[config.mk]
export PLATFORM = sky130hd
export DESIGN_NAME = telnet_option_negotiation_parser_flat
export DESIGN_NICKNAME = d
export VERILOG_FILES = /design/src/hdl/tonp_pkg.sv /design/src/hdl/tonp_in_if.sv /design/src/hdl/tonp_out_if.sv /design/src/hdl/telnet_option_negotiation_parser.sv /design/src/hdl/tonp_front.sv /design/src/hdl/tonp_queue.sv /design/src/hdl/tonp_back.sv /design/src/flat_wrapper.sv
export VERILOG_INCLUDE_DIRS = /design/src /design/src/hdl
export SDC_FILE = /design/constraint.sdc
export NUM_CORES = 1
export LEC_CHECK = 0
export BUFFER_PORTS_ARGS = -buffer_cell sky130_fd_sc_hd__buf_2
export CORE_MARGIN = 5
export CORE_UTILIZATION = 30
export DETAILED_ROUTE_END_ITERATION = 8
export GPL_TIMING_DRIVEN = 0
export SLEW_MARGIN = 20
export SYNTH_ARGS = -nofsm -noshare
export SYNTH_HDL_FRONTEND = slang
export SYNTH_SLANG_ARGS = --single-unit
[constraint.sdc]
create_clock -name clk -period 4.45 [get_ports clk]
set_clock_uncertainty 0.1 [all_clocks]
set_input_delay 0.2225 -clock clk [delete_from_list [all_inputs] [get_ports clk]]
set_output_delay 0.2225 -clock clk [all_outputs]
set_load 0.005 [all_outputs]
[src/hdl/telnet_option_negotiation_parser_defines.svh]
// ----------------------------------------------------------------------------
// telnet option negotiation parser: assertion macros
// shared assertion forms, included by tonp_queue alone of the parser modules
// ----------------------------------------------------------------------------
`ifndef TELNET_OPTION_NEGOTIATION_PARSER_DEFINES_SVH
`define TELNET_OPTION_NEGOTIATION_PARSER_DEFINES_SVH

// condition holds at every edge out of reset
`define TONP_ASSERT_ALWAYS(name, clk_s, rstn_s, expr) \
    name: assert property (@(posedge clk_s) disable iff (!rstn_s) (expr)) \
        else $error("tonp assertion failed");

// same-cycle implication
`define TONP_ASSERT_IMPLY(name, clk_s, rstn_s, ante, cons) \
    name: assert property (@(posedge clk_s) disable iff (!rstn_s) (ante) |-> (cons)) \
        else $error("tonp implication failed");

// next-cycle implication
`define TONP_ASSERT_NEXT(name, clk_s, rstn_s, ante, cons) \
    name: assert property (@(posedge clk_s) disable iff (!rstn_s) (ante) |=> (cons)) \
        else $error("tonp next-cycle implication failed");

`endif

[src/hdl/tonp_pkg.sv]
`timescale 1ns / 1ps
// ----------------------------------------------------------------------------
// tonp_pkg
// types, telnet codes and reply tables of the option negotiation parser
// ----------------------------------------------------------------------------
package tonp_pkg;

    localparam int SUB_BUFFER_BYTES_DEF = 16;
    localparam int QUEUE_DEPTH          = 4;
    localparam int OFFER_BEATS          = 27;
    localparam int IDX_W                = $clog2(OFFER_BEATS);

    // telnet command bytes
    localparam logic [7:0] T_IAC  = 8'd255;
    localparam logic [7:0] T_DONT = 8'd254;
    localparam logic [7:0] T_DO   = 8'd253;
    localparam logic [7:0] T_WONT = 8'd252;
    localparam logic [7:0] T_WILL = 8'd251;
    localparam logic [7:0] T_SB   = 8'd250;
    localparam logic [7:0] T_AYT  = 8'd246;
    localparam logic [7:0] T_NOP  = 8'd241;
    localparam logic [7:0] T_SE   = 8'd240;

    // option codes
    localparam logic [7:0] OPT_ECHO     = 8'd1;
    localparam logic [7:0] OPT_SGA      = 8'd3;
    localparam logic [7:0] OPT_TTYPE    = 8'd24;
    localparam logic [7:0] OPT_NAWS     = 8'd31;
    localparam logic [7:0] OPT_LINEMODE = 8'd34;
    localparam logic [7:0] OPT_ENVIRON  = 8'd39;
    localparam logic [7:0] TTYPE_SEND   = 8'd1;

    // result kinds
    localparam logic [1:0] OK_REPLY  = 2'd0;
    localparam logic [1:0] OK_DATA   = 2'd1;
    localparam logic [1:0] OK_WINDOW = 2'd2;

    // input kinds
    localparam logic IK_BYTE  = 1'b0;
    localparam logic IK_START = 1'b1;

    typedef enum logic [1:0] {
        PH_NORMAL,
        PH_IAC,
        PH_WILL,
        PH_DO
    } phase_t;

    typedef enum logic [2:0] {
        JOB_OFFER,
        JOB_DATA,
        JOB_NOP,
        JOB_TRIPLE,
        JOB_TTYPE,
        JOB_WINDOW
    } job_kind_t;

    typedef struct packed {
        job_kind_t   kind;
        logic [7:0]  cmd;
        logic [7:0]  opt;
        logic [15:0] width;
        logic [15:0] height;
        logic        neg;
    } job_t;

    function automatic logic [7:0] will_answer(input logic [7:0] opt);
        if (opt == OPT_SGA || opt == OPT_TTYPE || opt == OPT_NAWS || opt == OPT_ENVIRON)
        begin
            return T_DO;
        end
        return T_DONT;
    endfunction

    function automatic logic [7:0] do_answer(input logic [7:0] opt);
        if (opt == OPT_ECHO || opt == OPT_SGA)
        begin
            return T_WILL;
        end
        return T_WONT;
    endfunction

    function automatic logic [7:0] offer_byte(input logic [IDX_W-1:0] idx);
        logic [7:0] b;
        case (idx)
            5'd0, 5'd3, 5'd6, 5'd9, 5'd12, 5'd15, 5'd18, 5'd21, 5'd24: b = T_IAC;
            5'd1:    b = T_WILL;
            5'd2:    b = OPT_ECHO;
            5'd4:    b = T_WILL;
            5'd5:    b = OPT_SGA;
            5'd7:    b = T_WONT;
            5'd8:    b = OPT_ENVIRON;
            5'd10:   b = T_DONT;
            5'd11:   b = OPT_ECHO;
            5'd13:   b = T_DO;
            5'd14:   b = OPT_SGA;
            5'd16:   b = T_DO;
            5'd17:   b = OPT_TTYPE;
            5'd19:   b = T_DO;
            5'd20:   b = OPT_NAWS;
            5'd22:   b = T_DONT;
            5'd23:   b = OPT_LINEMODE;
            5'd25:   b = T_DO;
            5'd26:   b = OPT_ENVIRON;
            default: b = 8'd0;
        endcase
        return b;
    endfunction

    // terminal type request after the reply triple
    function automatic logic [7:0] ttype_tail(input logic [2:0] idx);
        logic [7:0] b;
        case (idx)
            3'd0:    b = T_IAC;
            3'd1:    b = T_SB;
            3'd2:    b = OPT_TTYPE;
            3'd3:    b = TTYPE_SEND;
            3'd4:    b = T_IAC;
            3'd5:    b = T_SE;
            default: b = 8'd0;
        endcase
        return b;
    endfunction

endpackage

[src/hdl/tonp_in_if.sv]
`timescale 1ns / 1ps
// ----------------------------------------------------------------------------
// tonp_in_if
// received byte channel with valid/ready handshake
// ----------------------------------------------------------------------------
interface tonp_in_if;
    logic       valid;
    logic       ready;
    logic       kind;
    logic [7:0] in_byte;

    modport source (output valid, output kind, output in_byte, input ready);
    modport sink   (input valid, input kind, input in_byte, output ready);
endinterface

[src/hdl/tonp_out_if.sv]
`timescale 1ns / 1ps
// ----------------------------------------------------------------------------
// tonp_out_if
// result channel with valid/ready handshake
// ----------------------------------------------------------------------------
interface tonp_out_if;
    logic        valid;
    logic        ready;
    logic [1:0]  out_kind;
    logic [7:0]  out_byte;
    logic [15:0] win_width;
    logic [15:0] win_height;
    logic        negotiated;
    logic        last;

    modport source (output valid, output out_kind, output out_byte, output win_width,
                    output win_height, output negotiated, output last, input ready);
    modport sink   (input valid, input out_kind, input out_byte, input win_width,
                    input win_height, input negotiated, input last, output ready);
endinterface

[src/hdl/telnet_option_negotiation_parser.sv]
`timescale 1ns / 1ps
// ----------------------------------------------------------------------------
// telnet_option_negotiation_parser
// telnet IAC option negotiation: replies, passthrough bytes, window reports
// ----------------------------------------------------------------------------
// One received byte is accepted every cycle while the four-entry job queue
// has room; a byte that causes no result (IAC, command, sub-negotiation
// payload) only updates the parse state. Results leave at one beat per
// cycle while the receiver is ready, through a registered output stage: a
// data byte or window report is one beat, a NOP or AYT reply two, an option
// reply three, a WILL TTYPE reply nine and a session start 27, so the output
// port sets the sustained rate whenever replies are longer than one beat.
// ----------------------------------------------------------------------------
module telnet_option_negotiation_parser #(
    parameter int SUB_BUFFER_BYTES = tonp_pkg::SUB_BUFFER_BYTES_DEF
) (
    input  logic        clk,
    input  logic        rst_n,
    tonp_in_if.sink     rx,
    tonp_out_if.source  tx
);
    import tonp_pkg::*;

    logic push;
    logic pop;
    logic full;
    logic empty;
    job_t push_job;
    job_t head;

    tonp_front #(
        .SUB_BUFFER_BYTES (SUB_BUFFER_BYTES)
    ) u_front (
        .clk      (clk),
        .rst_n    (rst_n),
        .rx       (rx),
        .q_full   (full),
        .push     (push),
        .push_job (push_job)
    );

    tonp_queue u_queue (
        .clk      (clk),
        .rst_n    (rst_n),
        .push     (push),
        .push_job (push_job),
        .full     (full),
        .pop      (pop),
        .head     (head),
        .empty    (empty)
    );

    tonp_back u_back (
        .clk   (clk),
        .rst_n (rst_n),
        .head  (head),
        .empty (empty),
        .pop   (pop),
        .tx    (tx)
    );

endmodule

[src/hdl/tonp_front.sv]
`timescale 1ns / 1ps
// ----------------------------------------------------------------------------
// tonp_front
// accepts bytes, tracks the command phase and sub-negotiation, emits jobs
// ----------------------------------------------------------------------------
module tonp_front #(
    parameter int SUB_BUFFER_BYTES = tonp_pkg::SUB_BUFFER_BYTES_DEF
) (
    input  logic            clk,
    input  logic            rst_n,
    tonp_in_if.sink         rx,
    input  logic            q_full,
    output logic            push,
    output tonp_pkg::job_t  push_job
);
    import tonp_pkg::*;

    localparam int CW = $clog2(SUB_BUFFER_BYTES);
    localparam logic [CW-1:0] CNT_MAX = CW'(SUB_BUFFER_BYTES - 1);
    localparam int KEPT = 5;

    phase_t        phase_reg, phase_next;
    logic          will_reg, will_next;
    logic          sub_reg, sub_next;
    logic [CW-1:0] count_reg, count_next;
    logic [7:0]    store_reg [KEPT];
    logic [7:0]    store_next [KEPT];
    logic [1:0]    naws_reg, naws_next;
    logic          accept;
    logic [7:0]    b;
    job_t          job;
    logic          has_job;

    assign rx.ready = !q_full;
    assign accept   = rx.valid && rx.ready;
    assign b        = rx.in_byte;

    always_comb
    begin
        phase_next = PH_NORMAL;
        if (rx.kind == IK_BYTE)
        begin
            case (phase_reg)
                PH_NORMAL: phase_next = (b == T_IAC) ? PH_IAC : PH_NORMAL;
                PH_IAC:
                begin
                    if (b == T_WILL || b == T_WONT)
                    begin
                        phase_next = PH_WILL;
                    end
                    else if (b == T_DO || b == T_DONT)
                    begin
                        phase_next = PH_DO;
                    end
                end
                default: phase_next = PH_NORMAL;
            endcase
        end
    end

    always_comb
    begin
        will_next  = will_reg;
        sub_next   = sub_reg;
        count_next = count_reg;
        store_next = store_reg;
        naws_next  = naws_reg;
        has_job    = 1'b0;
        job.kind   = JOB_DATA;
        job.cmd    = 8'd0;
        job.opt    = b;
        job.width  = 16'd0;
        job.height = 16'd0;
        if (rx.kind == IK_START)
        begin
            will_next  = 1'b0;
            sub_next   = 1'b0;
            count_next = '0;
            for (int i = 0; i < KEPT; i++)
            begin
                store_next[i] = 8'd0;
            end
            naws_next = 2'd0;
            has_job   = 1'b1;
            job.kind  = JOB_OFFER;
        end
        else
        begin
            case (phase_reg)
                PH_NORMAL:
                begin
                    if (b != T_IAC)
                    begin
                        if (sub_reg)
                        begin
                            if (count_reg < CNT_MAX)
                            begin
                                if (count_reg < CW'(KEPT))
                                begin
                                    store_next[count_reg[2:0]] = b;
                                end
                                count_next = count_reg + 1'b1;
                            end
                        end
                        else
                        begin
                            has_job = 1'b1;
                        end
                    end
                end
                PH_IAC:
                begin
                    if (b == T_SE)
                    begin
                        sub_next = 1'b0;
                        if (store_reg[0] == OPT_NAWS)
                        begin
                            has_job    = 1'b1;
                            job.kind   = JOB_WINDOW;
                            job.width  = {store_reg[1], store_reg[2]};
                            job.height = {store_reg[3], store_reg[4]};
                            if (naws_reg != 2'd2)
                            begin
                                naws_next = naws_reg + 2'd1;
                            end
                        end
                    end
                    else if (b == T_NOP || b == T_AYT)
                    begin
                        has_job  = 1'b1;
                        job.kind = JOB_NOP;
                    end
                    else if (b == T_WILL || b == T_WONT)
                    begin
                        will_next = (b == T_WILL);
                    end
                    else if (b == T_SB)
                    begin
                        sub_next   = 1'b1;
                        count_next = '0;
                        for (int i = 0; i < KEPT; i++)
                        begin
                            store_next[i] = 8'd0;
                        end
                    end
                end
                PH_WILL:
                begin
                    has_job   = 1'b1;
                    job.cmd   = will_answer(b);
                    job.kind  = (will_reg && b == OPT_TTYPE) ? JOB_TTYPE : JOB_TRIPLE;
                    will_next = 1'b0;
                end
                default:
                begin
                    has_job  = 1'b1;
                    job.kind = JOB_TRIPLE;
                    job.cmd  = do_answer(b);
                end
            endcase
        end
        job.neg = (naws_next == 2'd2);
    end

    assign push     = accept && has_job;
    assign push_job = job;

    always_ff @(posedge clk or negedge rst_n)
    begin
        if (!rst_n)
        begin
            phase_reg <= PH_NORMAL;
            will_reg  <= 1'b0;
            sub_reg   <= 1'b0;
            count_reg <= '0;
            naws_reg  <= 2'd0;
            for (int i = 0; i < KEPT; i++)
            begin
                store_reg[i] <= 8'd0;
            end
        end
        else if (accept)
        begin
            phase_reg <= phase_next;
            will_reg  <= will_next;
            sub_reg   <= sub_next;
            count_reg <= count_next;
            naws_reg  <= naws_next;
            store_reg <= store_next;
        end
    end

endmodule

[src/hdl/tonp_queue.sv]
`timescale 1ns / 1ps
// ----------------------------------------------------------------------------
// tonp_queue
// short job queue between the front and the back
// ----------------------------------------------------------------------------
`include "telnet_option_negotiation_parser_defines.svh"

module tonp_queue (
    input  logic            clk,
    input  logic            rst_n,
    input  logic            push,
    input  tonp_pkg::job_t  push_job,
    output logic            full,
    input  logic            pop,
    output tonp_pkg::job_t  head,
    output logic            empty
);
    import tonp_pkg::*;

    localparam int QAW = $clog2(QUEUE_DEPTH);
    localparam int QCW = $clog2(QUEUE_DEPTH + 1);

    job_t           mem [QUEUE_DEPTH];
    logic [QAW-1:0] wr_reg;
    logic [QAW-1:0] rd_reg;
    logic [QCW-1:0] count_reg, count_next;

    assign full  = (count_reg == QCW'(QUEUE_DEPTH));
    assign empty = (count_reg == '0);
    assign head  = mem[rd_reg];

    always_comb
    begin
        count_next = count_reg;
        if (push && !pop)
        begin
            count_next = count_reg + 1'b1;
        end
        else if (pop && !push)
        begin
            count_next = count_reg - 1'b1;
        end
    end

    always_ff @(posedge clk)
    begin
        if (push)
        begin
            mem[wr_reg] <= push_job;
        end
    end

    always_ff @(posedge clk or negedge rst_n)
    begin
        if (!rst_n)
        begin
            wr_reg    <= '0;
            rd_reg    <= '0;
            count_reg <= '0;
        end
        else
        begin
            if (push)
            begin
                wr_reg <= wr_reg + 1'b1;
            end
            if (pop)
            begin
                rd_reg <= rd_reg + 1'b1;
            end
            count_reg <= count_next;
        end
    end

    `TONP_ASSERT_ALWAYS(a_count_bound, clk, rst_n, count_reg <= QCW'(QUEUE_DEPTH))
    `TONP_ASSERT_IMPLY(a_no_push_full, clk, rst_n, push, !full)
    `TONP_ASSERT_IMPLY(a_no_pop_empty, clk, rst_n, pop, !empty)
    `TONP_ASSERT_NEXT(a_fill_step, clk, rst_n, push && !pop, count_reg == $past(count_reg) + 1'b1)

endmodule

[src/hdl/tonp_back.sv]
`timescale 1ns / 1ps
// ----------------------------------------------------------------------------
// tonp_back
// expands queued jobs into result beats behind an output register
// ----------------------------------------------------------------------------
module tonp_back (
    input  logic            clk,
    input  logic            rst_n,
    input  tonp_pkg::job_t  head,
    input  logic            empty,
    output logic            pop,
    tonp_out_if.source      tx
);
    import tonp_pkg::*;

    localparam logic [IDX_W-1:0] OFFER_LAST = IDX_W'(OFFER_BEATS - 1);

    logic [IDX_W-1:0] idx_reg;
    logic [IDX_W-1:0] tail_idx;
    logic             valid_reg;
    logic [1:0]       kind_reg;
    logic [7:0]       byte_reg;
    logic [15:0]      width_reg;
    logic [15:0]      height_reg;
    logic             neg_reg;
    logic             last_reg;
    logic             load;
    logic [1:0]       beat_kind;
    logic [7:0]       beat_byte;
    logic             beat_last;
    logic [7:0]       triple_byte;

    assign tail_idx = idx_reg - IDX_W'(3);

    always_comb
    begin
        case (idx_reg)
            IDX_W'(0): triple_byte = T_IAC;
            IDX_W'(1): triple_byte = head.cmd;
            default:   triple_byte = head.opt;
        endcase
    end

    always_comb
    begin
        beat_kind = OK_REPLY;
        beat_byte = 8'd0;
        beat_last = 1'b1;
        case (head.kind)
            JOB_OFFER:
            begin
                beat_byte = offer_byte(idx_reg);
                beat_last = (idx_reg == OFFER_LAST);
            end
            JOB_DATA:
            begin
                beat_kind = OK_DATA;
                beat_byte = head.opt;
            end
            JOB_NOP:
            begin
                beat_byte = (idx_reg == '0) ? T_IAC : T_NOP;
                beat_last = (idx_reg == IDX_W'(1));
            end
            JOB_TRIPLE:
            begin
                beat_byte = triple_byte;
                beat_last = (idx_reg == IDX_W'(2));
            end
            JOB_TTYPE:
            begin
                beat_byte = (idx_reg < IDX_W'(3)) ? triple_byte : ttype_tail(tail_idx[2:0]);
                beat_last = (idx_reg == IDX_W'(8));
            end
            JOB_WINDOW:
            begin
                beat_kind = OK_WINDOW;
            end
            default:
            begin
                beat_last = 1'b1;
            end
        endcase
    end

    assign load = !empty && (!valid_reg || tx.ready);
    assign pop  = load && beat_last;

    always_ff @(posedge clk or negedge rst_n)
    begin
        if (!rst_n)
        begin
            valid_reg <= 1'b0;
            idx_reg   <= '0;
        end
        else
        begin
            if (load)
            begin
                valid_reg <= 1'b1;
                idx_reg   <= beat_last ? '0 : idx_reg + 1'b1;
            end
            else if (tx.ready)
            begin
                valid_reg <= 1'b0;
            end
        end
    end

    always_ff @(posedge clk)
    begin
        if (load)
        begin
            kind_reg   <= beat_kind;
            byte_reg   <= beat_byte;
            width_reg  <= (head.kind == JOB_WINDOW) ? head.width : 16'd0;
            height_reg <= (head.kind == JOB_WINDOW) ? head.height : 16'd0;
            neg_reg    <= head.neg;
            last_reg   <= beat_last;
        end
    end

    assign tx.valid      = valid_reg;
    assign tx.out_kind   = kind_reg;
    assign tx.out_byte   = byte_reg;
    assign tx.win_width  = width_reg;
    assign tx.win_height = height_reg;
    assign tx.negotiated = neg_reg;
    assign tx.last       = last_reg;

endmodule

[src/flat_wrapper.sv]
// flat-port wrapper written by rule: the top's interface ports become plain ports
module telnet_option_negotiation_parser_flat import tonp_pkg::*;
#(
    parameter int SUB_BUFFER_BYTES = tonp_pkg::SUB_BUFFER_BYTES_DEF
)
  (clk, rst_n, rx_valid, rx_kind, rx_in_byte, rx_ready, tx_valid, tx_out_kind, tx_out_byte, tx_win_width, tx_win_height, tx_negotiated, tx_last, tx_ready);
  tonp_in_if rx_i ();
  tonp_out_if tx_i ();
  input  logic clk;
  input  logic rst_n;
  input wire logic [$bits(rx_i.valid)-1:0] rx_valid;
  input wire logic [$bits(rx_i.kind)-1:0] rx_kind;
  input wire logic [$bits(rx_i.in_byte)-1:0] rx_in_byte;
  output wire logic [$bits(rx_i.ready)-1:0] rx_ready;
  output wire logic [$bits(tx_i.valid)-1:0] tx_valid;
  output wire logic [$bits(tx_i.out_kind)-1:0] tx_out_kind;
  output wire logic [$bits(tx_i.out_byte)-1:0] tx_out_byte;
  output wire logic [$bits(tx_i.win_width)-1:0] tx_win_width;
  output wire logic [$bits(tx_i.win_height)-1:0] tx_win_height;
  output wire logic [$bits(tx_i.negotiated)-1:0] tx_negotiated;
  output wire logic [$bits(tx_i.last)-1:0] tx_last;
  input wire logic [$bits(tx_i.ready)-1:0] tx_ready;
  assign rx_i.valid = rx_valid;
  assign rx_i.kind = rx_kind;
  assign rx_i.in_byte = rx_in_byte;
  assign rx_ready = rx_i.ready;
  assign tx_valid = tx_i.valid;
  assign tx_out_kind = tx_i.out_kind;
  assign tx_out_byte = tx_i.out_byte;
  assign tx_win_width = tx_i.win_width;
  assign tx_win_height = tx_i.win_height;
  assign tx_negotiated = tx_i.negotiated;
  assign tx_last = tx_i.last;
  assign tx_i.ready = tx_ready;
  telnet_option_negotiation_parser #(.SUB_BUFFER_BYTES(SUB_BUFFER_BYTES)) u_core (.clk(clk), .rst_n(rst_n), .rx(rx_i), .tx(tx_i));
endmodule
==> results of run 1 <==
-- cell usage after synthesis (all sizes together), types with 3 or more instances --
| master | count |
|---|---|
| a211o | 3 |
| a21oi | 31 |
| a31oi | 4 |
| a32o | 43 |
| and2 | 43 |
| and3 | 35 |
| buf | 9 |
| clkbuf | 41 |
| dfrtp | 63 |
| edfxtp | 236 |
| ha | 18 |
| inv | 25 |
| mux2i | 4 |
| mux4 | 48 |
| nand2 | 50 |
| nand2b | 5 |
| nand3 | 12 |
| nand4 | 9 |
| nor2 | 33 |
| nor2b | 5 |
| nor3 | 9 |
| nor3b | 5 |
| nor4 | 3 |
| o211ai | 6 |
| o21ai | 28 |
| o221ai | 5 |
| o22ai | 6 |
| o31ai | 3 |
| or3 | 5 |
| xnor2 | 5 |
| xor2 | 5 |
-- power by group through the flow --
| stage | sequential, µW | clock [µW] | combinational [µW] |
|---|---|---|---|
| 6_report | 4000 | 2610 | 3060 |
| 3_3_place_gp | 4080 | 0 | 2990 |
| 4_1_cts | 4010 | 2680 | 3110 |
| 3_5_place_dp | 4060 | 0 | 3090 |
| 5_1_grt | 4060 | 2810 | 3360 |
| 2_1_floorplan | 4040 | 0 | 2020 |
-- logic make-up (layout without fill, tap and decap cells) --
family	after synthesis	count (layout)	synth area share, %
flops	299	299	67.4
simple gates	227	227	9.73
compound gates	151	151	9.01
buf+inv	76	207	2.34
mux	54	54	8.90
fa+ha+maj	19	19	1.91
xor+xnor	10	10	0.682
other cells	0	1	0
-- cell type report --
cell class                 instances  area (µm²)  area share [%]
tap                              539         674            4.46
buffer                            50         203            1.34
clock buffer                      32         768            5.08
clock inverter                    24         280            1.85
inverter                          26        98.8           0.654
timing repair buffer              75         531            3.51
multi-input combinational        461        3890            25.8
antenna                            1        2.50          0.0166
sequential                       299        8660            57.3
-- stage by stage --
stage | hold slack [ps] | total power, µW | cell area [µm²] | worst slack (ps) | cells
4_1_cts | 2.96 | 9800 | 15100 | 817 | 1506
3_5_place_dp | -22.7 | 7150 | 14000 | 832 | 1439
5_1_grt | 29.0 | 10200 | 15100 | 535 | 1506
3_3_place_gp | 365 | 7070 | 13800 | -366 | 1433
2_1_floorplan | -173 | 6070 | 12800 | 1280 | 836
6_report | 32.2 | 9670 | 15100 | 799 | 1507
-- worst min-delay path by stage --
stage                                  from                           end  slack (ps)  cells after the start
4_1_cts                            rx_valid   u_core.u_front.phase_reg[1]           3                      4
3_3_place_gp   u_core.u_front.store_reg[25]  u_core.u_front.store_reg[25]         370                      1
6_report                           rx_valid   u_core.u_front.phase_reg[1]          30                      4
5_1_grt                            rx_valid   u_core.u_front.phase_reg[1]          30                      3
2_1_floorplan                         rst_n      u_core.u_back.idx_reg[0]        -170                      0
3_5_place_dp                          rst_n      u_core.u_queue.rd_reg[1]         -20                      1
-- per-layer routing --
metal / vias up / track usage, % / part of all wire, %
li1: 3516 / - / -
met1: 3950 / 17.0 / 45
met2: 186 / 20.2 / 47
met3: 39 / 2.43 / 5.4
met4: 0 / 3.18 / 1.9
met5: - / 0 / 0
-- tightest hold or removal path, stage by stage --
cell	delay, ps
buf_2	80
nand2_1	170
nand2_1	130
o21ai_0	80
==> results.tsv, run 1 <==
stage	metric	value	unit
synth	Post-synth EDFFs	236	
pwr	leak pwr	0.00549	µW
clock_network	Num CTS Buffers	30	
timing	Final setup violation count	0	
setup_path	CP Launch Point	u_core.u_back.idx_reg[1]	
final_layout	fill cell count	3959	
worst_hold_path	Min-Delay Path Class	in2reg	
run_status	status	finished, final reports clean	
synth	Yosys top cell area share	55.2	%
routing	DRC viols	0	
synth	Area contributors post-synth	edfxtp_1, dfrtp_1, mux4_2	
setup_path	CP max-delay cell	or4b_2	
final_layout	commonest non-fill, non-tap cell in the layout	edfxtp_1	
synth	Ys Warns	0	
pwr	sw power	3130	µW
final_layout	Nets	975	
synth	Most used DFF post-synth	edfxtp_1	
routing	Vias	7691	
timing	Tmin final	3650	ps
routing	Routed Antenna Nets	0	
clock_network	clk_lat worst skew	590	ps
floorplanning	Chip Height	217	µm
final_layout	Layout Utilization	35.9	%
floorplanning	die width	217	µm
setup_path	worst endpoint data arrival time	4000	ps
final_layout	max FFs per register	192	
clock_network	TritonCTS Sinks	299	
routing	drt first-iter violations	470	
pwr	Switching Share	32.4	%
floorplanning	Core Region	0.0421	mm²
global_route	gr usage total	12.3	%
clock_network	Bufs on Longest Clock Path	3	
place	Final GP Congestion	0.873	
synth	Mapped Cells	836	
setup_path	r2r setup slk	800	ps
job	Max Cap Violations	0	
synth	Seq/Total Area, Yosys	67.4	%
pwr	Int Pwr	6540	µW
setup_path	CP most frequent cell	inv_1	
setup_path	CP delay by family, top	adder cells	
synth	Yosys reg bits	299	
clock_network	CTS clk-pin slew, worst paths	70	ps
setup_path	Setup CP Type	reg2reg	
floorplanning	Initial Util	30.5	%
clock_network	post-CTS setup buffer count	0	
floorplanning	I/O pins	59	
timing	FMAX	274	MHz
place	IO buf count	58	
synth	Synth cell types	68	
clock_network	# resized after CTS	0	
place	DP HPWL	19.4	mm
synth	Cell Area, Synth	0.0128	mm²
global_route	GR Overflow Total	0	
routing	drt total wl	29.3	mm
pwr	Flop pwr share	41.4	%
global_route	largest net degree at the start of global routing	56	
clock_network	CTS tree	done	
setup_path	CP Data Required Time	4800	ps
final_layout	commonest non-fill, non-tap cells in the layout	edfxtp_1, buf_2, dfrtp_1	
final_layout	layout cells sized above 1	19.8	%
timing	worst slew pin tran	1110	ps
global_route	first-pass GRT wire length	46.0	mm
clock_network	hold buffer count at CTS	11	
pwr	Max VDD drop	341	µV
setup_path	Worst Path Buf+Inv	3	
synth	Synth Net Count	868	
synth	Post-synth ARST share	21.1	%
setup_path	Max stage delay on crit path	660	ps
floorplanning	row count	75	
final_layout	area grow syn2layout	17.6	%
timing	Tcrit/Tclk final	82.0	%
routing	vias per cell	5.10	
routing	DR pass1 iterations	7	
setup_path	Worst path depth	11	
setup_path	worst path cell trace	inv_1 -> ha_1 -> or4b_2 -> o21ai_0 -> o21ai_0 -> a21oi_2 -> inv_1 -> ha_1 -> inv_1 -> fa_1 -> mux2_2	
setup_path	FF-to-FF path depth	11	
timing	Hold Violations, Final	0	
setup_path	CP Max Fanout	9	
setup_path	worst r2r dst	u_core.u_queue.count_reg[1]	
timing	Final TNS setup	0	ps
setup_path	Worst Setup Start Kind	flip-flop	
clock_network	CTS H-Tree Depth	1	
pwr	Comb power frac	31.7	%
global_route	initial antenna violation count	2	
setup_path	Worst setup EP type	flip-flop	
pwr	Clk pwr share	27.0	%
setup_path	crit path to	u_core.u_queue.count_reg[1]	
pwr	pwr dens	640	mW/mm²
synth	synthesized area per cell	15.4	µm²
clock_network	clk root buf	clkbuf_16	
synth	leading area contributor after synthesis	edfxtp_1	
routing	post-DR wirelength/cell	19.5	µm
setup_path	FF-to-FF Start	u_core.u_back.idx_reg[1]	
floorplanning	die area	0.0471	mm²
timing	Rel. slew slack	25.3	%
global_route	vias in the first global route	7867	
timing	RSZ-0062 raised after global routing	no	
timing	Slew Viols, Final	0	
Power figures use the tool's default switching activity.
==> inputs of run 2 (changes only) <==
Clock period 4.45 ns to 3.4 ns, I/O delays scaled along.
==> run 2 against run 1 <==
  * Maximum frequency is 12% higher
  * Critical path type unchanged
  * First-iteration DRC count increased by 12%
  * Clock power is 31% higher
  * Via count rose by 0.52%
  * Largest power group unchanged
  * Die area did not move
  * Sequential power up 31%
  * Sequential share of layout area shrank 0.41 points
  * Cell count grew 0.60%
  * Global-route usage about the same
==> results.tsv, run 2 (synthesis results as in run 1) <==
stage	metric	value	unit	change
run_status	status	finished, final reports clean		
timing	Slew Viols, Final	0		unchanged
final_layout	max FFs per register	192		unchanged
floorplanning	Core Region	0.0421	mm²	unchanged
timing	Tmin final	3260	ps	-389 ps
final_layout	layout cells sized above 1	21.3	%	+1.6 points
floorplanning	Initial Util	30.5	%	unchanged
clock_network	Bufs on Longest Clock Path	3		unchanged
setup_path	Setup CP Type	reg2reg		
pwr	sw power	4140	µW	+32%
pwr	Clk pwr share	26.7	%	-0.3 points
setup_path	FF-to-FF Start	u_core.u_back.idx_reg[1]		
routing	DR pass1 iterations	5		-2
setup_path	r2r setup slk	140	ps	-660 ps
timing	Hold Slack	41.9	ps	+9.66 ps
pwr	pwr dens	841	mW/mm²	+31%
global_route	largest net degree at the start of global routing	56		unchanged
timing	FMAX	307	MHz	+12%
routing	drt first-iter violations	526		+12%
worst_hold_path	Min-Delay Path Class	in2async		
pwr	Max VDD drop	468	µV	+37%
timing	setup slack after layout	138	ps	-661 ps
clock_network	clk_lat worst skew	590	ps	about the same
final_layout	area grow syn2layout	18.5	%	
place	placed instance count	1439		unchanged
clock_network	TritonCTS Sinks	299		unchanged
setup_path	Worst Setup Start Kind	flip-flop		
timing	Hold Violations, Final	0		unchanged
global_route	first-pass GRT wire length	46.1	mm	+0.15%
routing	vias per cell	5.10		about the same
floorplanning	row count	75		unchanged
global_route	vias in the first global route	7879		+0.15%
routing	Routed Antenna Nets	0		unchanged
final_layout	FF/Latch Area	0.00866	mm²	about the same
floorplanning	Chip Height	217	µm	unchanged
final_layout	multi-input logic area	0.00392	mm²	+0.77%
timing	Tcrit/Tclk final	95.9	%	+14 points
setup_path	Worst setup EP type	flip-flop		
final_layout	commonest non-fill, non-tap cell in the layout	edfxtp_1		
routing	drt total wl	29.4	mm	+0.31%
timing	worst slew pin tran	1100	ps	-10.7 ps
clock_network	CTS tree	done		
pwr	Tot Pwr	12800	µW	+32%
global_route	gr usage total	12.3	%	about the same
clock_network	CTS clk-pin slew, worst paths	70	ps	about the same
pwr	Int Pwr	8660	µW	+33%
clock_network	Num CTS Buffers	30		unchanged
pwr	Flop pwr share	41.0	%	-0.4 points
pwr	Switching Share	32.3	%	-0.065 points
pwr	leak pwr	0.00555	µW	+1.0%
final_layout	commonest non-fill, non-tap cells in the layout	edfxtp_1, buf_2, dfrtp_1		
setup_path	FF-to-FF path depth	11		unchanged
clock_network	clk root buf	clkbuf_16		
routing	post-DR wirelength/cell	19.4	µm	-0.28%
place	DP HPWL	19.4	mm	unchanged
routing	Vias	7731		+0.52%
global_route	initial antenna violation count	2		unchanged
final_layout	Nets	984		+0.92%
routing	DRC viols	0		unchanged
place	IO buf count	58		unchanged
floorplanning	die area	0.0471	mm²	unchanged
floorplanning	die width	217	µm	unchanged
job	Max Cap Violations	0		unchanged
timing	Rel. slew slack	26.0	%	+0.72 points
setup_path	CP Data Required Time	3750	ps	-1050 ps
floorplanning	I/O pins	59		unchanged
pwr	Comb power frac	32.3	%	+0.6 points
final_layout	Final Non-Filler Cells	1516		+0.60%
clock_network	CTS H-Tree Depth	1		unchanged
place	dpl ws	-218	ps	-1050 ps
place	Final GP Congestion	0.873		unchanged
setup_path	worst r2r dst	u_core.u_queue.count_reg[1]		
setup_path	worst endpoint data arrival time	3610	ps	-390 ps
global_route	GR Overflow Total	0		unchanged
setup_path	CP Max Fanout	9		unchanged
timing	Final setup violation count	0		unchanged
final_layout	fill cell count	3942		-0.43%
-- run 2: changes by cell type in the layout (fill, tap and decap cells not counted), moves of 2 or more --
cell / before / now
buf_4: 1 / 11
clkbuf_1: 42 / 40
nor2_1: 33 / 31
nor2_2: 0 / 2
o21ai_0: 28 / 26
-- run 2: cell type report --
| type | count | share of cell area, % |
|---|---|---|
| tap | 539 | 4.43 |
| multi-input combinational | 461 | 25.8 |
| sequential | 299 | 56.9 |
| clock buffer | 32 | 5.05 |
| buffer | 48 | 1.28 |
| clock inverter | 24 | 1.84 |
| antenna | 1 | 0.0164 |
| timing repair buffer | 86 | 4.04 |
| inverter | 26 | 0.666 |
-- run 2: power by group through the flow --
stage	sequential [µW]	clock (µW)	combinational [µW]
floorplan	5290	0	2650
finish	5250	3420	4130
global placement	5340	0	3920
global route	5340	3670	4530
detailed placement	5320	0	4040
CTS	5250	3500	4080
-- run 2: what timing repair did --
item	4_1_cts	5_1_grt
hold endpoints to repair	99	0
gates resized for setup	4	8
buffers inserted	0	10
setup endpoints to repair	2	2
hold buffers	12	0
pin swaps	0	1
-- run 2: how the worst max path moves through the flow --
stage | depth (start not counted) | endpoint | slack [ps] | start
4_1_cts | 11 | u_core.u_queue.count_reg[1] | 5 | u_core.u_queue.rd_reg[1]
3_5_place_dp | 11 | u_core.u_queue.count_reg[1] | -220 | u_core.u_back.idx_reg[1]
6_report | 11 | u_core.u_queue.count_reg[1] | 140 | u_core.u_back.idx_reg[1]
3_3_place_gp | 7 | u_core.u_queue.mem[1][3] | -1360 | rx_in_byte[4]
5_1_grt | 11 | u_core.u_queue.count_reg[1] | -20 | u_core.u_queue.rd_reg[0]
2_1_floorplan | 11 | u_core.u_queue.count_reg[1] | 230 | u_core.u_back.idx_reg[1]
-- run 2: layer usage --
| metal | part of all wire (%) | routed length, µm | up-vias | GRT usage [%] |
|---|---|---|---|---|
| met2 | 47 | 13900 | 203 | 20.3 |
| li1 | - | - | 3534 | - |
| met3 | 5.4 | 1590 | 34 | 2.32 |
| met5 | 0 | 0 | - | 0 |
| met1 | 45 | 13400 | 3960 | 17.0 |
| met4 | 1.8 | 517 | 0 | 3.18 |
-- run 2: worst max-delay path, cell delays in order (launching register included) --
cell	delay (ps)
dfrtp_2	490
inv_4	130
ha_2	230
or4b_2	660
o21ai_1	180
o21ai_2	120
a21oi_2	210
inv_1	70
ha_1	220
inv_1	80
fa_1	380
mux2_2	270
-- run 2: through the flow --
step	utilization, %	area (µm²)	TNS, ps
final	36.1	15200	0
after global routing	36.1	15200	-17.5
after CTS	35.9	15100	0
after detailed placement	33.1	14000	-379
after global placement	32.8	13800	-269190
after floorplan	-	12800	0
